[src/design/i2da_pkg.sv]
`timescale 1ns / 1ps
`default_nettype none
// ----------------------------------------------------------------------------
// i2da_pkg: shared types and constants for the decimal ASCII converter
// Job record passed from the front end to the digit engine, character codes
// and the reciprocal used for exact division by ten.
// ----------------------------------------------------------------------------
package i2da_pkg;

    localparam int unsigned WORD_W          = 32;
    localparam int unsigned MAX_DIGITS      = 10;
    localparam int unsigned DIGIT_IDX_W     = $clog2(MAX_DIGITS);
    localparam int unsigned DIGIT_CNT_W     = $clog2(MAX_DIGITS + 1);
    localparam int unsigned CHAR_CNT_W      = 4;
    localparam int unsigned QUEUE_DEPTH_DEF = 2;

    localparam logic [7:0] CHAR_ZERO  = 8'h30;
    localparam logic [7:0] CHAR_NINE  = 8'h39;
    localparam logic [7:0] CHAR_MINUS = 8'h2D;

    // floor(x / 10) == (x * 0xCCCCCCCD) >> 35 for every 32-bit x
    localparam logic [WORD_W-1:0] RECIP_TEN   = 32'hCCCCCCCD;
    localparam int unsigned       RECIP_SHIFT = 35;

    typedef struct packed {
        logic [WORD_W-1:0] mag;
        logic              neg;
    } job_t;

    typedef struct packed {
        logic full;
        logic empty;
    } queue_status_t;

    function automatic logic [WORD_W-1:0] div_ten(input logic [WORD_W-1:0] x);
        logic [2*WORD_W-1:0] prod;
        begin
            prod = x * RECIP_TEN;
            div_ten = {{(RECIP_SHIFT - WORD_W){1'b0}}, prod[2*WORD_W-1:RECIP_SHIFT]};
        end
    endfunction

endpackage
`default_nettype wire

[src/design/i2da_front.sv]
`timescale 1ns / 1ps
`default_nettype none
// ----------------------------------------------------------------------------
// i2da_front: input stage
// Accepts items, decides the sign and forms the unsigned magnitude, and holds
// the classified job until the queue takes it.
// ----------------------------------------------------------------------------
module i2da_front
    import i2da_pkg::*;
(
    input  wire logic              clk,
    input  wire logic              rst_n,
    input  wire logic              push,
    output logic                   full,
    input  wire logic [WORD_W-1:0] value_word,
    input  wire logic              signed_mode,
    input  wire logic              queue_full,
    output logic                   job_valid,
    output job_t                   job
);

    logic job_valid_reg;
    logic job_valid_next;
    job_t job_reg;
    job_t job_next;
    logic accept;
    logic neg;

    assign neg    = signed_mode & value_word[WORD_W-1];
    assign full   = job_valid_reg & queue_full;
    assign accept = push & ~full;

    always_comb
    begin
        job_next.neg   = neg;
        job_next.mag   = neg ? (~value_word + {{(WORD_W-1){1'b0}}, 1'b1}) : value_word;
        job_valid_next = job_valid_reg;
        if (job_valid_reg && !queue_full)
        begin
            job_valid_next = 1'b0;
        end
        if (accept)
        begin
            job_valid_next = 1'b1;
        end
    end

    always_ff @(posedge clk or negedge rst_n)
    begin
        if (!rst_n)
        begin
            job_valid_reg <= 1'b0;
        end
        else
        begin
            job_valid_reg <= job_valid_next;
        end
    end

    always_ff @(posedge clk)
    begin
        if (accept)
        begin
            job_reg <= job_next;
        end
    end

    assign job_valid = job_valid_reg;
    assign job       = job_reg;

endmodule
`default_nettype wire

[config.mk]
export PLATFORM = sky130hd
export DESIGN_NAME = i2da_front
export DESIGN_NICKNAME = d
export VERILOG_FILES = /design/src/design/i2da_pkg.sv /design/src/design/i2da_front.sv
export SDC_FILE = /design/constraint.sdc
export NUM_CORES = 1
export LEC_CHECK = 0
export ABC_AREA = 1
export BUFFER_PORTS_ARGS = -buffer_cell sky130_fd_sc_hd__buf_2
export CAP_MARGIN = 40
export CORE_MARGIN = 2
export CORE_UTILIZATION = 50
export CTS_CLUSTER_DIAMETER = 40
export CTS_CLUSTER_SIZE = 16
export DETAILED_ROUTE_END_ITERATION = 7
export PLACE_DENSITY = 0.82
export SYNTH_ARGS = -nofsm -noshare
export SYNTH_HDL_FRONTEND = slang
export SYNTH_SLANG_ARGS = --single-unit
[constraint.sdc]
create_clock -name clk -period 3.3 [get_ports clk]
set_input_delay 0.33 -clock clk [delete_from_list [all_inputs] [get_ports clk]]
set_output_delay 0.33 -clock clk [all_outputs]
set_load 0.1 [all_outputs]
## Yosys cells after proc, flatten, opt, wreduce, memory -nomap -nowiden

Cells that the tools add are included.
W data, S select, Z words.

| word-level totals | value |
|---|---|
| bits in registers | 34 |
| output and inout port bits | 35 |
| word-level logic and storage cells | 15 |

| operators by class | value |
|---|---|
| $add $sub $neg | 1 |
| muxes and demuxes | 3 |
| bitwise operators | 5 |
| reduce and logical (&&, ||, !) cells | 3 |

Operators by type and width:

| kind | count |
|---|---|
| $add A32 B1 Y32 const B | 1 |
| $mux W32 | 1 |
| $not A32 Y32 | 1 |
| $and A1 B1 Y1 | 3 |
| $mux W1 | 2 |
| $reduce_bool A2 Y1 | 1 |
| $logic_and A1 B1 Y1 | 1 |
| $logic_not A1 Y1 | 1 |
| $not A1 Y1 | 1 |

## Longest topological paths before layout

| logic depth | value |
|---|---|
| depth in word-level cells | 4 |
| gate-level depth with buffers | 9 |

## Worst setup path after synthesis

No wires, ideal clock.

| path | value |
|---|---|
| kind | register to register |
| start | register job_valid_reg, in the netlist job_valid |
| end | register job_reg (netlist bit job[0]) (enable) |
| arrival time | 2.883 ns |
| data required time | 2.877 ns |
| slack | -0.006 ns |
| cell stages (with the launch flop) | 4 |
| path buffers | 0 |
| clock period less this slack | 3.306 ns |
| path through | dfrtp_1 > nand2_1 > inv_1 > nor2_1 |

| on the way | value |
|---|---|
| cells in the longest elaborated chain, start to end | 3 |

RTL lines:

| item | RTL line | text |
|---|---|---|
| from (decl) | i2da_front.sv:22 | `logic job_valid_reg;` |
| from (signal assigned) | i2da_front.sv:56 | `job_valid_reg <= job_valid_next;` |
| $and A1 B1 Y1 | i2da_front.sv:30 | `assign full = job_valid_reg & queue_full;` |
| via full | i2da_front.sv:14 | `output logic full,` |
| $not A1 Y1 | i2da_front.sv:31 | `assign accept = push & ~full;` |
| $and A1 B1 Y1 | i2da_front.sv:31 |  |
| via accept | i2da_front.sv:26 | `logic accept;` |
| to (signal assigned) | i2da_front.sv:64 | `job_reg <= job_next;` |
| to (decl) | i2da_front.sv:24 | `job_t job_reg;` |

The timed path passes the listed nets, and every way through them passes these cells.
A chain may end at the register's enable or synchronous reset.

## Worst setup path after layout

| path | value |
|---|---|
| start | register job_valid_reg, in the netlist job_valid |
| end | output full |

| on the way | value |
|---|---|
| cells in the longest elaborated chain, start to end | 1 |

RTL lines:

| item | RTL line |
|---|---|
| $and A1 B1 Y1 | i2da_front.sv:30 |
| to (decl) | i2da_front.sv:14 |

No other way between the ends.

==> summary.txt <==
Min path
  • HP Class: in -> reg
  • Hold EP: job[1]
  • Hold Path Depth: 1
  • Hold Crit Start: value_word[0]

GRT
  • GRT Util Overall: 23.5%
  • Number of global-route vias before repair: 1719
  • GR Overflow Total: 0
  • First-pass GRT wire length: 8050 um
  • Largest net degree at the start of global routing: 34
  • Initial antenna violation count: 0

Floorplanning
  • Core Box Area: 4000 um2
  • Die width: 68.6 um
  • Io pins: 72
  • Initial core utilization: 52.1%
  • Num rows: 23
  • DIE HEIGHT: 68.6 um
  • Die ar.: 4700 um2

Yosys
  • Post-Syn Area per Cell: 8.01 um2
  • Net Count, Synth: 298
  • Most common cell in the synthesized netlist: nand2_1
  • Syn. warnings: 0
  • Synthesized area: 2080 um2
  • Asr flop ratio synth: 2.94%
  • Area share of the largest cell type after synthesis: 47.6%
  • Synthesized instance count: 260
  • Register area share after synthesis: 48.8%
  • EDFF count, synth: 33
  • Top_reg_cell synth: edfxtp_1
  • Synth top area cells: edfxtp_1, nand2_1, nor2_1
  • Commonest cells in the netlist: nand2_1, nor2_1, edfxtp_1
  • Yosys reg bits: 34
  • Synth cell types: 21
  • Yosys top cell by area: edfxtp_1

Final layout
  • Max FFs per register: 33
  • Final Core Density: 64.9%
  • Share of layout cells above drive strength 1: 29.6%
  • Layout fillers: 338
  • Area delta synth->final: 24.6%
  • Fin nets: 375
  • Ant. Diodes: 0

STA
  • TNS Setup: 0 ns
  • Max_slew headroom: 67.4%
  • Min Clock Period, post-route: 1.52 ns
  • Hold Worst Slack: 0.234 ns
  • Unrepaired setup endpoints after global routing: no
  • Max-slew violations: 0
  • Final hold viol count: 0
  • Period utilisation layout: 46.0%
  • Worst Max-Slew Pin Slew: 0.493 ns
  • Max Fclk: 0.658 GHz
  • Skew final: 0.00950 ns
  • Count of final setup violators: 0

Place
  • Gpl congestion: 0.887
  • IO buf count: 71
  • Final HPWL DP: 3880 um

Power
  • VDD IR max: 0.258 mV
  • Leak pwr: 1.20 nW
  • Power per cell area: 489 nW/um2

Critical path
  • Top fanout value on the critical path: 2
  • RR Startpoint: job_valid
  • CP Class: reg -> out
  • Worst Path Arrival: 1.19 ns
  • Setup crit end kind: primary output
  • R2R Path End: job[22]
  • R2r setup slk: 1.98 ns
  • CP required: 2.97 ns
  • Startpoint type of the worst setup path: register
  • Reg2reg path depth: 4

Drt
  • Routed length per placed instance: 13.0 um
  • Post-DRT Antenna Nets: 0
  • Remaining DRCs: 0
  • DRT Wirelength: 5060 um
  • Starting DRT DRC Count: 207
  • DR vias: 1929
  • 1st-pass router iterations: 5
  • Post-DR vias/cell: 4.97

Clocking
  • CTS tree: built
  • CTS root buffer: clkbuf_8
  • CTS sink cnt: 34
  • Longest Clk Path Bufs: 2
  • CTS buffer count: 5
  • Post_cts resized: 0
  • Clock transition at path regs: 0.07 ns
  • Htree depth: 2
  • Clock latency on the worst-skew pair: 0.29 ns

Job
  • Max Cap Viol: 0

Status
  • Status: finished clean
==> report_power, final <==
| group | internal (mW) | leakage [nW] | total [mW] | switching (mW) |
|---|---|---|---|---|
| clock network | 0.168 | 0.0482 | 0.323 | 0.155 |
| registers | 0.517 | 0.327 | 0.524 | 0.00744 |
| logic | 0.0800 | 0.824 | 0.422 | 0.342 |
==> critical path: stages (launching register included) <==
cell,delay (ns)
dfrtp_1,0.34
nand2_1,0.06
inv_1,0.08
buf_2,0.42
==> logic make-up after synthesis <==
kind of cell | count (synthesis) | synth area share (%)
and+or+nand+nor | 170 | 35.6
buffers and inverters | 26 | 4.99
xor gates and xnor gates | 15 | 6.31
AOI/OAI and AO/OA | 14 | 3.72
adders and majority gates | 1 | 0.601
DFF | 34 | 48.8
==> layout by cell type, fill, tap and decap left out, types with 3 or more instances in the layout <==
cell type | Yosys | routed
nor2_1 | 44 | 43
nand4_1 | 3 | 3
xnor2_1 | 8 | 8
edfxtp_1 | 33 | 33
nor2_4 | 6 | 6
nand3_1 | 16 | 16
nand2_2 | 3 | 3
nor2_2 | 8 | 9
xor2_1 | 7 | 7
buf_2 | 2 | 71
o21ai_1 | 3 | 3
clkbuf_8 | 0 | 6
nand2_1 | 89 | 89
o21ai_0 | 7 | 7
inv_1 | 22 | 22
==> how the worst max path moves through the flow <==
| stage | start | to | slack (ns) | depth (start not counted) |
|---|---|---|---|---|
| after CTS | job_valid | full | 1.77 | 3 |
| after detailed placement | signed_mode | job[31] | 1.52 | 9 |
| final | job_valid | full | 1.78 | 3 |
| after global routing | signed_mode | job[22] | 1.68 | 9 |
| after global placement | value_word[31] | job[23] | 1.59 | 9 |
| after floorplan | job_valid | job[0] | 0.54 | 3 |
==> routing by layer <==
layer | share of wire (%) | vias to the layer above | global-route usage (%)
met5 | 0 | - | 0
met4 | 2.3 | 0 | 10.5
met3 | 9.8 | 12 | 4.22
met2 | 47 | 92 | 36.1
met1 | 41 | 836 | 32.3
li1 | - | 989 | -
==> repair_timing <==
item	in CTS	in global routing
hold buffers	1	0
setup buffers	0	0
endpoints found under the hold margin	1	0
==> cell type report <==
class | count | area (um2) | area share, %
timing repair buffer | 73 | 373 | 14.4
clock inverter | 1 | 5.00 | 0.193
inverter | 23 | 86.3 | 3.33
multi-input combinational | 200 | 966 | 37.2
sequential | 34 | 1020 | 39.2
clock buffer | 7 | 86.3 | 3.33
tap | 50 | 62.6 | 2.41
==> stage by stage <==
step | setup WS (ns) | power [mW] | instance area, um2 | instances
finish | 1.78 | 1.27 | 2590 | 388
detailed placement | 1.52 | 0.955 | 2490 | 379
CTS | 1.77 | 1.28 | 2590 | 388
global placement | 1.59 | 0.948 | 2490 | 379
floorplan | 0.543 | 0.868 | 2090 | 260
global route | 1.68 | 1.31 | 2590 | 388
No activity file was read; power rests on OpenSTA's default activity.
