`src/design/i2da_pkg.sv`:
```
`timescale 1ns / 1ps
`default_nettype none
// ----------------------------------------------------------------------------
// i2da_pkg: shared types and constants for the decimal ASCII converter
// Job record passed from the front end to the digit engine, character codes
// and the reciprocal used for exact division by ten.
// ----------------------------------------------------------------------------
package i2da_pkg;

    localparam int unsigned WORD_W          = 32;
    localparam int unsigned MAX_DIGITS      = 10;
    localparam int unsigned DIGIT_IDX_W     = $clog2(MAX_DIGITS);
    localparam int unsigned DIGIT_CNT_W     = $clog2(MAX_DIGITS + 1);
    localparam int unsigned CHAR_CNT_W      = 4;
    localparam int unsigned QUEUE_DEPTH_DEF = 2;

    localparam logic [7:0] CHAR_ZERO  = 8'h30;
    localparam logic [7:0] CHAR_NINE  = 8'h39;
    localparam logic [7:0] CHAR_MINUS = 8'h2D;

    // floor(x / 10) == (x * 0xCCCCCCCD) >> 35 for every 32-bit x
    localparam logic [WORD_W-1:0] RECIP_TEN   = 32'hCCCCCCCD;
    localparam int unsigned       RECIP_SHIFT = 35;

    typedef struct packed {
        logic [WORD_W-1:0] mag;
        logic              neg;
    } job_t;

    typedef struct packed {
        logic full;
        logic empty;
    } queue_status_t;

    function automatic logic [WORD_W-1:0] div_ten(input logic [WORD_W-1:0] x);
        logic [2*WORD_W-1:0] prod;
        begin
            prod = x * RECIP_TEN;
            div_ten = {{(RECIP_SHIFT - WORD_W){1'b0}}, prod[2*WORD_W-1:RECIP_SHIFT]};
        end
    endfunction

endpackage
`default_nettype wire

```
`src/design/i2da_queue.sv`:
```
`timescale 1ns / 1ps
`default_nettype none
// ----------------------------------------------------------------------------
// i2da_queue: job queue
// Short first-in first-out queue of classified jobs between the front end and
// the digit engine.
// ----------------------------------------------------------------------------
module i2da_queue
    import i2da_pkg::*;
#(
    parameter int unsigned DEPTH = QUEUE_DEPTH_DEF
)
(
    input  wire logic    clk,
    input  wire logic    rst_n,
    input  wire logic    wr_en,
    input  wire job_t    wr_job,
    input  wire logic    rd_en,
    output job_t         rd_job,
    output queue_status_t status
);

    localparam int unsigned PTR_W = (DEPTH > 1) ? $clog2(DEPTH) : 1;
    localparam int unsigned CNT_W = $clog2(DEPTH + 1);
    localparam logic [PTR_W-1:0] PTR_LAST = PTR_W'(DEPTH - 1);
    localparam logic [CNT_W-1:0] CNT_FULL = CNT_W'(DEPTH);

    job_t             entry_reg [DEPTH];
    logic [PTR_W-1:0] wr_ptr_reg;
    logic [PTR_W-1:0] wr_ptr_next;
    logic [PTR_W-1:0] rd_ptr_reg;
    logic [PTR_W-1:0] rd_ptr_next;
    logic [CNT_W-1:0] count_reg;
    logic [CNT_W-1:0] count_next;
    logic             do_wr;
    logic             do_rd;

    assign status.full  = (count_reg == CNT_FULL);
    assign status.empty = (count_reg == '0);
    assign do_wr = wr_en & ~status.full;
    assign do_rd = rd_en & ~status.empty;
    assign rd_job = entry_reg[rd_ptr_reg];

    always_comb
    begin
        wr_ptr_next = wr_ptr_reg;
        rd_ptr_next = rd_ptr_reg;
        count_next  = count_reg;
        if (do_wr)
        begin
            wr_ptr_next = (wr_ptr_reg == PTR_LAST) ? '0 : wr_ptr_reg + 1'b1;
        end
        if (do_rd)
        begin
            rd_ptr_next = (rd_ptr_reg == PTR_LAST) ? '0 : rd_ptr_reg + 1'b1;
        end
        if (do_wr && !do_rd)
        begin
            count_next = count_reg + 1'b1;
        end
        else if (do_rd && !do_wr)
        begin
            count_next = count_reg - 1'b1;
        end
    end

    always_ff @(posedge clk or negedge rst_n)
    begin
        if (!rst_n)
        begin
            wr_ptr_reg <= '0;
            rd_ptr_reg <= '0;
            count_reg  <= '0;
        end
        else
        begin
            wr_ptr_reg <= wr_ptr_next;
            rd_ptr_reg <= rd_ptr_next;
            count_reg  <= count_next;
        end
    end

    always_ff @(posedge clk)
    begin
        if (do_wr)
        begin
            entry_reg[wr_ptr_reg] <= wr_job;
        end
    end

endmodule
`default_nettype wire

```
`config.mk`:
```
export PLATFORM = sky130hd
export DESIGN_NAME = i2da_queue
export DESIGN_NICKNAME = d
export VERILOG_FILES = /design/src/design/i2da_pkg.sv /design/src/design/i2da_queue.sv
export SDC_FILE = /design/constraint.sdc
export NUM_CORES = 1
export LEC_CHECK = 0
export BUFFER_PORTS_ARGS = -buffer_cell sky130_fd_sc_hd__buf_4
export CAP_MARGIN = 20
export CORE_MARGIN = 2
export CORE_UTILIZATION = 35
export DETAILED_ROUTE_END_ITERATION = 10
export PLACE_DENSITY = 0.64
export SLEW_MARGIN = 20
export SYNTH_ARGS = -nofsm -noshare
export SYNTH_HDL_FRONTEND = slang
export SYNTH_SLANG_ARGS = --single-unit
```
`constraint.sdc`:
```
create_clock -name clk -period 4.2 [get_ports clk]
set_clock_uncertainty 0.15 [all_clocks]
set_input_delay 0.84 -clock clk [delete_from_list [all_inputs] [get_ports clk]]
set_output_delay 0.84 -clock clk [all_outputs]
set_load 0.03 [all_outputs]
```
* Yosys cells after proc, flatten, opt, wreduce, memory -nomap -nowiden *
Memories as Yosys holds them, arrays and structs flattened.
Index checks and enable logic that the tools add are counted.

storage, ports and cells
  latch bits = 0
  word-level logic and storage cells = 25
  ROM bits = 0
  memories kept = 1
  RAM bits = 66
  flip-flop bits (word level) = 4

operators by class
  bitwise gates (word level) = 4
  multipliers = 0
  reductions and logical operators = 6
  add/subtract/negate cells = 4
  shift-type cells = 0
  $lt $le $gt $ge = 0
  equal/unequal tests = 1
  div/mod/pow operators = 0
  mux-type cells = 6

memory list
  name       depth  bits a word  rd ports  clocked after Yosys merged registers in  write ports  line              RTL
  entry_reg  2      33           1         0                                        1            i2da_queue.sv:28  job_t entry_reg [DEPTH];

operators with widths
  operator             count
  $mux 1               4
  $mux 2               2
  $add 1x1->1 const B  2
  $add 2x1->2 const B  1
  $and 1x1->1          2
  $eq 2x2->1 const B   1
  $logic_and 1x1->1    2
  $logic_not 1->1      2
  $logic_not 2->1      1
  $not 1->1            2
  $reduce_bool 2->1    1
  $sub 2x1->2 const B  1

* Logic depth before layout (Yosys ltp) *
  depth in word-level cells = 7
  depth in mapped cells = 7
  gate-level depth less buffers = 7

* Worst setup path after synthesis *
Ideal clock, no wire load.

  path kind = input to register
  from = in wr_en
  to = mem entry_reg[0][0] (netlist name) (enable)
  buffers on the path = 0
  cell stages on the path = 2
  arrival = 2.325 ns
  data required time = 3.627 ns
  path slack = 1.302 ns
  cell sequence = nand2_1 > nor2_1

on the way
  word-level cells in the longest chain between the ends = 3

ends and longest elaborated chain
  element                       line              RTL
  start, declared               i2da_queue.sv:16  input wire logic wr_en,
  $and 1x1->1                   i2da_queue.sv:40  assign do_wr = wr_en & ~status.full;
  $mux 1                        i2da_queue.sv:85  if (do_wr)
  $mux 1 (not written as such)  i2da_queue.sv:87  entry_reg[wr_ptr_reg] <= wr_job;
  end, declared                 i2da_queue.sv:28

No other way between the ends.

==> impl_results.md <==
- WL final: roughly 4500 um
- IO buf count: slightly above 70
- Fin worst setup slack: between 1 and 1.5 ns
- DIE WIDTH: a little over 90 um
- Die footprint: 8520 um^2
- Fillers: 681
- Via count: between 1000 and 1500
- PD cells: 744 nW/um^2
- Number of core rows: 32
- Detailed-route DRC error count: 0
- Share of post-route cells with drive strength above 1: 0.590
- Post-DR wirelength/cell: about 15 um
- Core ar.: around 7600 um^2
- Hold buffers post-CTS: 0
- Worst slack at placement: roughly 1.5 ns
- First-pass GRT wire length: between 6000 and 7000 um
- Final net count: approximately 240
- Drt pass-1 iters: 4
- Final Util: 0.460
- RSZ-0062 raised after global routing: no
- # resized after CTS: 0
- Clk Latency, worst-skew pair: 0.33 ns
- Worst-path clk slew: 0.07 ns
- CP Launch Type: flop
- Total power draw: ~2.6 mW
- Total CTS buffers: 9
- Worst-path fanout max: 34
- Final count of negative-setup-slack endpoints: 0
- Hold Vio Cnt, Final: 0
- Synth unique cells: 15
- Clock tree from TritonCTS: done
- Post-route minimum period: between 2 and 3 ns
- Hold crit path type: in2async
- Area of the multi-input gates: approximately 580 um^2
- CP Capture Type: output pin
- H-tree levels: 3
- Yosys reg bits: 70
- Cell count after synthesis: around 120
- Final Wtd Congestion: 0.708
- CTS Root Buffer Type: clkbuf_8
- Fmax: 335 MHz
- Slew margin rel.: 0.297
- Initial antenna violation count: 0
- Total GRT Usage: 0.111
- VDD IR max: around 0.00039 V
- Iter 0 DRT Violations: 11
- Max-cap violations: 0
- Clock tree buffer depth: 2
- Combined flip-flop and latch cell area: about 2100 um^2
- Final ANT Viol Nets: 0
- Final Cycle Share: 0.710
- Number of global-route vias before repair: between 1000 and 1500
- GRT overflow: 0
- LEAKAGE: about 1.4 nW
- Critical Setup Path Class: reg2out
- Mean Syn Cell Area: roughly 22 um^2
- DR vias/cell: about 4.3
- Setup TNS: 0 ns
- Tightest Pin Transition: 1.05 ns
- Critical path data required time: between 3 and 4 ns
- Fin. max-slew vios: 0
- Starting Density: 0.357
- N_diodes: 0
- Yosys warns: 0
- IO Pins: roughly 70
- Worst Path Arrival: 1.99 ns
- Post-CTS setup buffers: 0
- Status: finished, final reports clean
- CTS Sinks: 70
- Netlist Area Pre-Place: roughly 2700 um^2
- Syn_nets: 160
- Most common cell after layout, fill and taps aside: buf_4
- Sequential cell area fraction in the yosys report: 0.763
- Chip height: slightly above 90 um
- Largest net degree at the start of global routing: 35
- Commonest cells after routing, fill and taps aside: 71 x buf_4, 66 x edfxtp_1, 29 x mux2_4
- Post-DP HPWL: between 2000 and 3000 um
- Layout area overhead: 28.9%
- Largest register FFs: 66
-- synthesized netlist by cell type --
master | instances | area share
xnor2_1 | 3 | 0.0096
dfrtp_1 | 4 | 0.037
nand2_1 | 1 | 0.0014
ha_1 | 1 | 0.0046
o21ai_1 | 1 | 0.0018
buf_12 | 3 | 0.022
buf_6 | 1 | 0.0041
inv_1 | 2 | 0.0028
and3_1 | 1 | 0.0023
mux2_4 | 29 | 0.16
nand2b_1 | 1 | 0.0023
nor2_1 | 3 | 0.0041
xor2_1 | 2 | 0.0064
mux2_2 | 4 | 0.016
edfxtp_1 | 66 | 0.73
-- path summary, 6_finish.rpt --
| path | cells after the start | slack [ns] | end | startpoint |
|---|---|---|---|---|
| worst max-delay path | 2 | 1.22 | rd_job[16] | rd_ptr_reg$_DFFE_PN0P_ |
| worst min-delay path | 1 | 0.14 | wr_ptr_reg$_DFFE_PN0P_ | rst_n |
| worst max register to register | 3 | 2.13 | entry_reg[0][23]$_DFFE_PP_ | count_reg[0]$_DFFE_PN0P_ |
| worst min register to register | 1 | 0.37 | count_reg[1]$_DFFE_PN0P_ | count_reg[1]$_DFFE_PN0P_ |
| max in group asynchronous | 1 | 3.65 | rd_ptr_reg$_DFFE_PN0P_ | rst_n |
| min in group clk | 1 | 0.37 | count_reg[1]$_DFFE_PN0P_ | count_reg[1]$_DFFE_PN0P_ |
-- metrics by stage --
step	hold slack, ns	cell area, um^2	cells
floorplan	0.311	2730	122
global placement	0.362	3330	291
detailed placement	0.362	3330	291
CTS	0.119	3520	307
global route	0.119	3520	307
finish	0.138	3520	307
-- cells by family after synthesis --
| family | count (synthesis) | share of synthesized area |
|---|---|---|
| adder cells (fa/ha/maj) | 1 | 0.00458 |
| multiplexers | 33 | 0.176 |
| buffers and inverters | 6 | 0.0289 |
| XOR/XNOR | 5 | 0.0160 |
| flip-flops | 70 | 0.763 |
| AO/OA/AOI/OAI | 1 | 0.00183 |
| AND/OR/NAND/NOR | 6 | 0.0101 |
-- worst max-delay path, cell delays in order (launching register included) --
cell     delay (ns)
dfrtp_2        1.07
mux2_2         0.42
buf_4          0.17
-- per-layer routing --
metal	wire [um]	GRT usage	up-vias	share of wire
li1	-	-	624	-
met4	138	0.0858	0	0.030
met2	2480	0.185	40	0.55
met3	190	0.0277	11	0.042
met1	1730	0.120	638	0.38
met5	0	0	-	0
-- where the power goes --
part / switching, mW / total [mW] / internal (mW)
Combinational: 0.526 / 1.01 / 0.480
Clock: 0.241 / 0.513 / 0.272
Sequential: 0.139 / 1.10 / 0.960
-- final cells by class --
class	instances	area share
Inverter	2	0.00213
Sequential cell	70	0.592
Clock inverter	6	0.0178
Timing Repair Buffer	71	0.151
Clock buffer	10	0.0363
Multi-Input combinational cell	46	0.164
Tap cell	102	0.0363
(Power assumes the default switching activity.)
