[config.mk]
export PLATFORM = sky130hd
export DESIGN_NAME = i2da_back
export DESIGN_NICKNAME = d
export VERILOG_FILES = /design/src/design/i2da_pkg.sv /design/src/design/i2da_back.sv
export SDC_FILE = /design/constraint.sdc
export NUM_CORES = 2
export LEC_CHECK = 0
export BUFFER_PORTS_ARGS = -buffer_cell sky130_fd_sc_hd__clkbuf_2
export CAP_MARGIN = 30
export CORE_ASPECT_RATIO = 0.6
export CORE_MARGIN = 4
export CORE_UTILIZATION = 60
export CTS_CLUSTER_DIAMETER = 150
export CTS_CLUSTER_SIZE = 30
export DETAILED_ROUTE_END_ITERATION = 7
export PLACE_DENSITY = 0.84
export RECOVER_POWER = 25
export SLEW_MARGIN = 20
export SYNTH_ARGS = -nofsm -noshare
export SYNTH_HDL_FRONTEND = slang
export SYNTH_SLANG_ARGS = --single-unit
[constraint.sdc]
create_clock -name clk -period 9.6 [get_ports clk]
set_input_delay 2.4 -clock clk [delete_from_list [all_inputs] [get_ports clk]]
set_output_delay 2.4 -clock clk [all_outputs]
set_load 0.005 [all_outputs]
[src/design/i2da_pkg.sv]
`timescale 1ns / 1ps
`default_nettype none
// ----------------------------------------------------------------------------
// i2da_pkg: shared types and constants for the decimal ASCII converter
// Job record passed from the front end to the digit engine, character codes
// and the reciprocal used for exact division by ten.
// ----------------------------------------------------------------------------
package i2da_pkg;

    localparam int unsigned WORD_W          = 32;
    localparam int unsigned MAX_DIGITS      = 10;
    localparam int unsigned DIGIT_IDX_W     = $clog2(MAX_DIGITS);
    localparam int unsigned DIGIT_CNT_W     = $clog2(MAX_DIGITS + 1);
    localparam int unsigned CHAR_CNT_W      = 4;
    localparam int unsigned QUEUE_DEPTH_DEF = 2;

    localparam logic [7:0] CHAR_ZERO  = 8'h30;
    localparam logic [7:0] CHAR_NINE  = 8'h39;
    localparam logic [7:0] CHAR_MINUS = 8'h2D;

    // floor(x / 10) == (x * 0xCCCCCCCD) >> 35 for every 32-bit x
    localparam logic [WORD_W-1:0] RECIP_TEN   = 32'hCCCCCCCD;
    localparam int unsigned       RECIP_SHIFT = 35;

    typedef struct packed {
        logic [WORD_W-1:0] mag;
        logic              neg;
    } job_t;

    typedef struct packed {
        logic full;
        logic empty;
    } queue_status_t;

    function automatic logic [WORD_W-1:0] div_ten(input logic [WORD_W-1:0] x);
        logic [2*WORD_W-1:0] prod;
        begin
            prod = x * RECIP_TEN;
            div_ten = {{(RECIP_SHIFT - WORD_W){1'b0}}, prod[2*WORD_W-1:RECIP_SHIFT]};
        end
    endfunction

endpackage
`default_nettype wire

[src/design/i2da_back.sv]
`timescale 1ns / 1ps
`default_nettype none
// ----------------------------------------------------------------------------
// i2da_back: digit engine and character output
// Divides the magnitude by ten once a cycle, stores the remainders, then sends
// the sign and the digits most significant first through an output register.
// ----------------------------------------------------------------------------
module i2da_back
    import i2da_pkg::*;
(
    input  wire logic             clk,
    input  wire logic             rst_n,
    input  wire job_t             job,
    input  wire logic             job_avail,
    output logic                  job_take,
    input  wire logic             pop,
    output logic                  empty,
    output logic [7:0]            char_code,
    output logic                  last_char,
    output logic [CHAR_CNT_W-1:0] char_count
);

    typedef enum logic [1:0] {
        ST_IDLE,
        ST_DIVIDE,
        ST_SIGN,
        ST_DIGITS
    } state_t;

    state_t                  state_reg;
    logic [WORD_W-1:0]       prev_reg;
    logic [WORD_W-1:0]       quot_reg;
    logic                    neg_reg;
    logic [DIGIT_CNT_W-1:0]  ndig_reg;
    logic [DIGIT_IDX_W-1:0]  emit_idx_reg;
    logic [3:0]              digit_reg [MAX_DIGITS];
    logic                    out_valid_reg;
    logic [7:0]              out_char_reg;
    logic                    out_last_reg;
    logic [CHAR_CNT_W-1:0]   out_count_reg;

    logic                    out_free;
    logic [WORD_W-1:0]       quot_ten;
    logic [WORD_W-1:0]       rem_full;
    logic [3:0]              rem_digit;
    logic [3:0]              emit_digit;
    logic [CHAR_CNT_W-1:0]   total_chars;

    assign out_free   = ~out_valid_reg | pop;
    assign job_take   = (state_reg == ST_IDLE) & job_avail;
    // remainder of prev / 10, with quot already holding the quotient
    assign quot_ten   = {quot_reg[WORD_W-4:0], 3'b000} + {quot_reg[WORD_W-2:0], 1'b0};
    assign rem_full   = prev_reg - quot_ten;
    assign rem_digit  = rem_full[3:0];
    assign emit_digit = digit_reg[emit_idx_reg];
    assign total_chars = CHAR_CNT_W'(ndig_reg) + {{(CHAR_CNT_W-1){1'b0}}, neg_reg};

    always_ff @(posedge clk or negedge rst_n)
    begin
        if (!rst_n)
        begin
            state_reg     <= ST_IDLE;
            out_valid_reg <= 1'b0;
            neg_reg       <= 1'b0;
            ndig_reg      <= '0;
            emit_idx_reg  <= '0;
            prev_reg      <= '0;
            quot_reg      <= '0;
            out_char_reg  <= '0;
            out_last_reg  <= 1'b0;
            out_count_reg <= '0;
        end
        else
        begin
            case (state_reg)
                ST_IDLE:
                begin
                    // drop the character once taken
                    if (pop)
                    begin
                        out_valid_reg <= 1'b0;
                    end
                    if (job_avail)
                    begin
                        prev_reg  <= job.mag;
                        quot_reg  <= div_ten(job.mag);
                        neg_reg   <= job.neg;
                        ndig_reg  <= '0;
                        state_reg <= ST_DIVIDE;
                    end
                end
                ST_DIVIDE:
                begin
                    if (pop)
                    begin
                        out_valid_reg <= 1'b0;
                    end
                    ndig_reg <= ndig_reg + 1'b1;
                    if (quot_reg == '0)
                    begin
                        emit_idx_reg <= DIGIT_IDX_W'(ndig_reg);
                        state_reg    <= neg_reg ? ST_SIGN : ST_DIGITS;
                    end
                    else
                    begin
                        prev_reg <= quot_reg;
                        quot_reg <= div_ten(quot_reg);
                    end
                end
                ST_SIGN:
                begin
                    if (out_free)
                    begin
                        out_valid_reg <= 1'b1;
                        out_char_reg  <= CHAR_MINUS;
                        out_last_reg  <= 1'b0;
                        out_count_reg <= '0;
                        state_reg     <= ST_DIGITS;
                    end
                end
                ST_DIGITS:
                begin
                    if (out_free)
                    begin
                        out_valid_reg <= 1'b1;
                        out_char_reg  <= CHAR_ZERO + {4'h0, emit_digit};
                        if (emit_idx_reg == '0)
                        begin
                            out_last_reg  <= 1'b1;
                            out_count_reg <= total_chars;
                            state_reg     <= ST_IDLE;
                        end
                        else
                        begin
                            out_last_reg  <= 1'b0;
                            out_count_reg <= '0;
                            emit_idx_reg  <= emit_idx_reg - 1'b1;
                        end
                    end
                end
                default:
                begin
                    if (pop)
                    begin
                        out_valid_reg <= 1'b0;
                    end
                    state_reg <= ST_IDLE;
                end
            endcase
        end
    end

    // digit store, least significant first
    always_ff @(posedge clk)
    begin
        if (state_reg == ST_DIVIDE)
        begin
            digit_reg[DIGIT_IDX_W'(ndig_reg)] <= rem_digit;
        end
    end

    assign empty      = ~out_valid_reg;
    assign char_code  = out_char_reg;
    assign last_char  = out_last_reg;
    assign char_count = out_count_reg;

endmodule
`default_nettype wire

# ---- Yosys cells after proc, flatten, opt, wreduce, memory -nomap -nowiden
# Memory sizes are Yosys's and may differ from the RTL's.
# Cells that the tools add are included.
dict set report totals {
  ff_bits 61
  latchBits 0
  ram_bits 40
  rom_bits 0
  in_bits 37
  output_inout_bits 15
  word_cells 84
  n_memories 1
}
# memory depth width read_ports rd_ports_with_merged_regs wr line_no
set mem_list {}
lappend mem_list {digit_reg 10 4 1 0 1 i2da_back.sv:36} ;# logic [3:0] digit_reg [MAX_DIGITS];
dict set report classes {
  add_sub_neg 6
  n_mul 2
  div_mod_pow 0
  n_lt_le_gt_ge 0
  n_eq_ne 12
  n_shift 0
  mux 35
  bitwise 3
  n_reduce_logical 15
}
# cell count
set op_table {}
lappend op_table {{multiplier 32 x 32 -> 64 bit (second input constant)} 2}
lappend op_table {{2-to-1 mux 32 bit} 2}
lappend op_table {{case mux 32 bit (2 select lines)} 1}
lappend op_table {{2-to-1 mux 4 bit} 9}
lappend op_table {{zero test 32 bit} 1}
lappend op_table {{case mux 4 bit (2 select lines)} 4}
lappend op_table {{2-to-1 mux 8 bit} 2}
lappend op_table {{case mux 8 bit (2 select lines)} 1}
lappend op_table {{inequality test 2 bit (second input constant)} 7}
lappend op_table {{2-to-1 mux 2 bit} 5}
lappend op_table {{2-to-1 mux 1 bit} 8}
lappend op_table {{case mux 2 bit (4 select lines)} 1}
lappend op_table {{adder 6 x 4 -> 7 bit (first input constant)} 1}
lappend op_table {{AND reduction 2 bit} 3}
lappend op_table {{AND reduction 3 bit} 2}
lappend op_table {{nonzero test 2 bit} 3}
lappend op_table {{AND reduction 5 bit} 1}
lappend op_table {{adder 4 x 1 -> 4 bit} 1}
lappend op_table {{adder 4 x 1 -> 4 bit (second input constant)} 1}
lappend op_table {{adder 4 bit} 1}
lappend op_table {{== test 2 bit (second input constant)} 2}
lappend op_table {{zero test 4 bit} 1}
lappend op_table {{inequality test 2 x 1 -> 1 bit (second input constant)} 2}
lappend op_table {{case mux 1 bit (2 select lines)} 2}
lappend op_table {{other kinds (9)} 10}

# ---- Logic depth before layout (Yosys ltp)
dict set report logic_depth {
  word_depth 4
  depth_mapped 26
  mapped_depth_nobuf 26
}

# ---- Least setup slack after synthesis
# No wires, ideal clock.
dict set report synth_path {
  path_type {in2reg}
  start {in job[20] (netlist bit)}
  end {reg quot_reg[25]}
  setup_ns 0.124
  t_arrival_ns 8.783
  path_slack_ns 0.692
  cell_stages 24
  path_cell_list {ha_1 inv_1 fa_1 inv_1 fa_1 inv_1 fa_1 inv_1 fa_1 fa_1 fa_1 inv_1 fa_1 inv_1 ha_1 a211o_1 o311ai_0 o311ai_1 o2111ai_1 a21oi_1 nand2b_1 or4b_2 nand3_1 a21oi_1}
}
dict set report synth_between {
  elab_chain_cells 3
}
# item line_no
set synth_lines {}
lappend synth_lines {{start, declared} i2da_back.sv:13} ;# input wire job_t job,
lappend synth_lines {{multiplier 32 x 32 -> 64 bit} i2da_pkg.sv:38} ;# prod = x * RECIP_TEN;
lappend synth_lines {{2-to-1 mux 32 bit} i2da_back.sv:83} ;# if (job_avail)
lappend synth_lines {{case mux 32 bit (2 select lines)} i2da_back.sv:75} ;# case (state_reg)
lappend synth_lines {{end signal, assigned} i2da_back.sv:86} ;# quot_reg <= div_ten(job.mag);
lappend synth_lines {{end signal, assigned} i2da_back.sv:107} ;# quot_reg <= div_ten(quot_reg);
lappend synth_lines {{end, declared} i2da_back.sv:32} ;# logic [WORD_W-1:0] quot_reg;
# Every way passes these cells. The select of a mux whose other input is x is not followed.
# A chain may end at the register's enable or synchronous reset.

# ---- Final worst setup path
dict set report layout_path {
  start {in job[14] (netlist bit)}
  end {reg quot_reg[28]}
}
# The elaborated chain is that of the path after synthesis.

==> run_results.csv <==
group,metric,value,unit
worst_setup_path,startpoint_type,"input port",
die,core,61310,um2
sta,rsz0062_at_grt,"false",
cells_and_area,drive_gt1_frac,0.05573,
cells_and_area,area_growth_syn_to_layout,5.976,%
logic_synthesis,synth-simple-area-share,0.05323,
worst_setup_path,crit_path_top_delay_cell,"fa_1",
global_routing,antenna_found_initial,1,
cts,numCtsBuffers,9,
sta,clock_skew,21.41,ps
die,die_w,330.3,um
die,pin_count,52,
logic_synthesis,synth_edf_count,40,
drt,drt-initial-drc-count,3357,
die,start_util,0.6100,
worst_setup_path,required,9820,ps
cts,cts_tree,"built",
cts,cts_num_sinks,96,
sta,setup_viol,0,
logic_synthesis,synthCells,3751,
logic_synthesis,yosysMostFrequentCell,"inv_1",
global_routing,track_usage,0.3615,
cts,clk_pin_slew,70,ps
worst_setup_path,critPathMaxStageDelay,560,ps
placed_design,dp_slack,51.10,ps
die,die_area,66520,um2
sta,maxSlewViolCount,38,
logic_synthesis,synth_top_area_frac,0.3929,
logic_synthesis,avgSynthCellArea,9.970,um2
cts,cts-root-buf,"clkbuf_16",
global_routing,grt_pass1_wl,176500,um
cts,htree_levels,3,
placed_design,dp_hpwl,106100,um
drt,via_count,27920,
sta,setup_tns,0,ps
sta,relSlewSlack,-0.4223,
logic_synthesis,synthTopCellsByCount,"1,063 x inv_1, 734 x fa_1, 723 x ha_1",
cells_and_area,postLayoutCoreUtil,0.6464,
sta,fin_crit_sh,0.9703,
worst_hold_path,hold_class,"reg -> reg",
flow_run,max_cap_violations,1,
logic_synthesis,netlist_area,37400,um2
logic_synthesis,yosysWarnings,0,
sta,worst_pin_slew,2134,ps
global_routing,grt_overflow,0,
logic_synthesis,synth_top_family_by_area,"adder cells",
sta,hold_viol,0,
logic_synthesis,yosys_register_bits,96,
logic_synthesis,synthTopCellsByArea,"fa_1 39%, ha_1 24%, inv_1 11%, dfrtp_1 3.7%, edfxtp_1 3.2%",
worst_setup_path,cp_common_cell,"fa_1",
worst_setup_path,worst-setup-path-type,"in -> reg",
drt,wl_per_cell,25.01,um
logic_synthesis,async_reset_ff_frac,0.5833,
sta,whs,479.1,ps
worst_setup_path,critPathCaptureType,"register",
logic_synthesis,synth_top_cell_by_area,"fa_1",
placed_design,routabilityCongestion,1.014,
placed_design,port_buffers,49,
logic_synthesis,synth_mux_area_frac,0.009502,
die,num_rows,70,
outcome,violations,"capacitance limit, slew limit",
cts,ctsHoldBuffers,0,
sta,layout_setup_ws,285.4,ps
logic_synthesis,synth_compound_area_frac,0.08769,
logic_synthesis,synth_ff_type,"dfrtp_1",
global_routing,grt_pass1_vias,28600,
logic_synthesis,synthXorXnorAreaFrac,0.03209,
drt,finalWirelength,117700,um
drt,dr.pass1.iters,6,
worst_setup_path,cpLargestDelayFamily,"adder cells",
worst_setup_path,path_max_fanout,5,
drt,viasPerCell,5.934,
worst_setup_path,worst-endpoint-arrival,9540,ps
drt,drc,0,
die,die_h,201.4,um
worst_setup_path,path_buf_inv,6,
logic_synthesis,yosys.area_share.adder,0.6348,
sta,max_freq,0.1074,GHz
cts,clock_insertion_delay_worst_skew,380,ps
cells_and_area,largest_reg_flops,40,
logic_synthesis,synth_cell_type_count,83,
drt,drtAntennaViolNets,0,
outcome,status,"finished with violations",
global_routing,grt_max_degree,57,
logic_synthesis,seq_area_frac_synth,0.06959,
sta,fin_crit,9315,ps
cells_and_area,nets,5365,
cts,clock_tree.buffer_depth,2,
cells in the final DEF (no fill, tap or decap), drive strengths merged, types with 7 or more instances in the layout:
master / n
inv: 1065
fa: 734
ha: 723
a21oi: 160
nand2: 132
buf: 115
o21ai: 107
xor2: 87
a21o: 77
nor2: 73
clkbuf: 65
dfrtp: 56
xnor2: 50
nand3: 44
edfxtp: 40
nand4: 32
and2: 21
o211ai: 20
nand2b: 19
and3: 17
nor2b: 16
a31oi: 16
nor3: 16
a211oi: 15
mux2i: 13
o21a: 12
a22o: 9
and4: 8
o21bai: 8
a22oi: 8
mux4: 8
o31ai: 8
a21boi: 8
o22ai: 7
logic make-up after synthesis:
| logic type | count (synthesis) |
|---|---|
| buf+inv | 1123 |
| xor+xnor | 137 |
| simple gates | 401 |
| mux | 25 |
| other cells | 1 |
| flops | 96 |
| fa+ha+maj | 1457 |
| compound gates | 511 |
layout make-up:
cell class / count / area (um2)
fill: 4924 / 21680
clock inverter: 4 / 33.78
multi-input combinational: 2533 / 30580
clock buffer: 12 / 257.7
timing repair buffer: 168 / 1127
tap: 828 / 1036
inverter: 1063 / 3990
sequential: 96 / 2603
antenna: 1 / 2.502
metrics by stage:
| stage | area, um2 | instances |
|---|---|---|
| 6_report | 39630 | 4705 |
| 5_1_grt | 39630 | 4704 |
| 4_1_cts | 39600 | 4700 |
| 3_5_place_dp | 39310 | 4684 |
| 3_3_place_gp | 39310 | 4684 |
| 2_1_floorplan | 37400 | 3752 |
metal layers:
metal  wire (um)  vias up  global-route usage
met4        1273        8             0.03625
met5         331        -             0.03478
li1            -    12080                   -
met2       42210     1819              0.4342
met1       51020    13900              0.5518
met3       22820      113              0.2286
repair_timing:
action / 4_1_cts / 5_1_grt
setup endpoints to repair: 0 / 1
buffers inserted: 0 / 0
gates resized for setup: 0 / 1
final timing paths:
check / from / end / slack [ps] / depth (start not counted)
min in group asynchronous: rst_n / neg_reg / 2180 / 2
max: job[14] / quot_reg[28] / 290 / 25
min reg2reg: char_code[5] / char_code[5] / 480 / 1
min: char_code[5] / char_code[5] / 480 / 1
max reg2reg: quot_reg[12] / quot_reg[16] / 490 / 25
max in group asynchronous: rst_n / quot_reg[25] / 6830 / 2
Power is not shown: default switching activity piles up to over one toggle a cycle in this logic, so the estimate is an artifact.
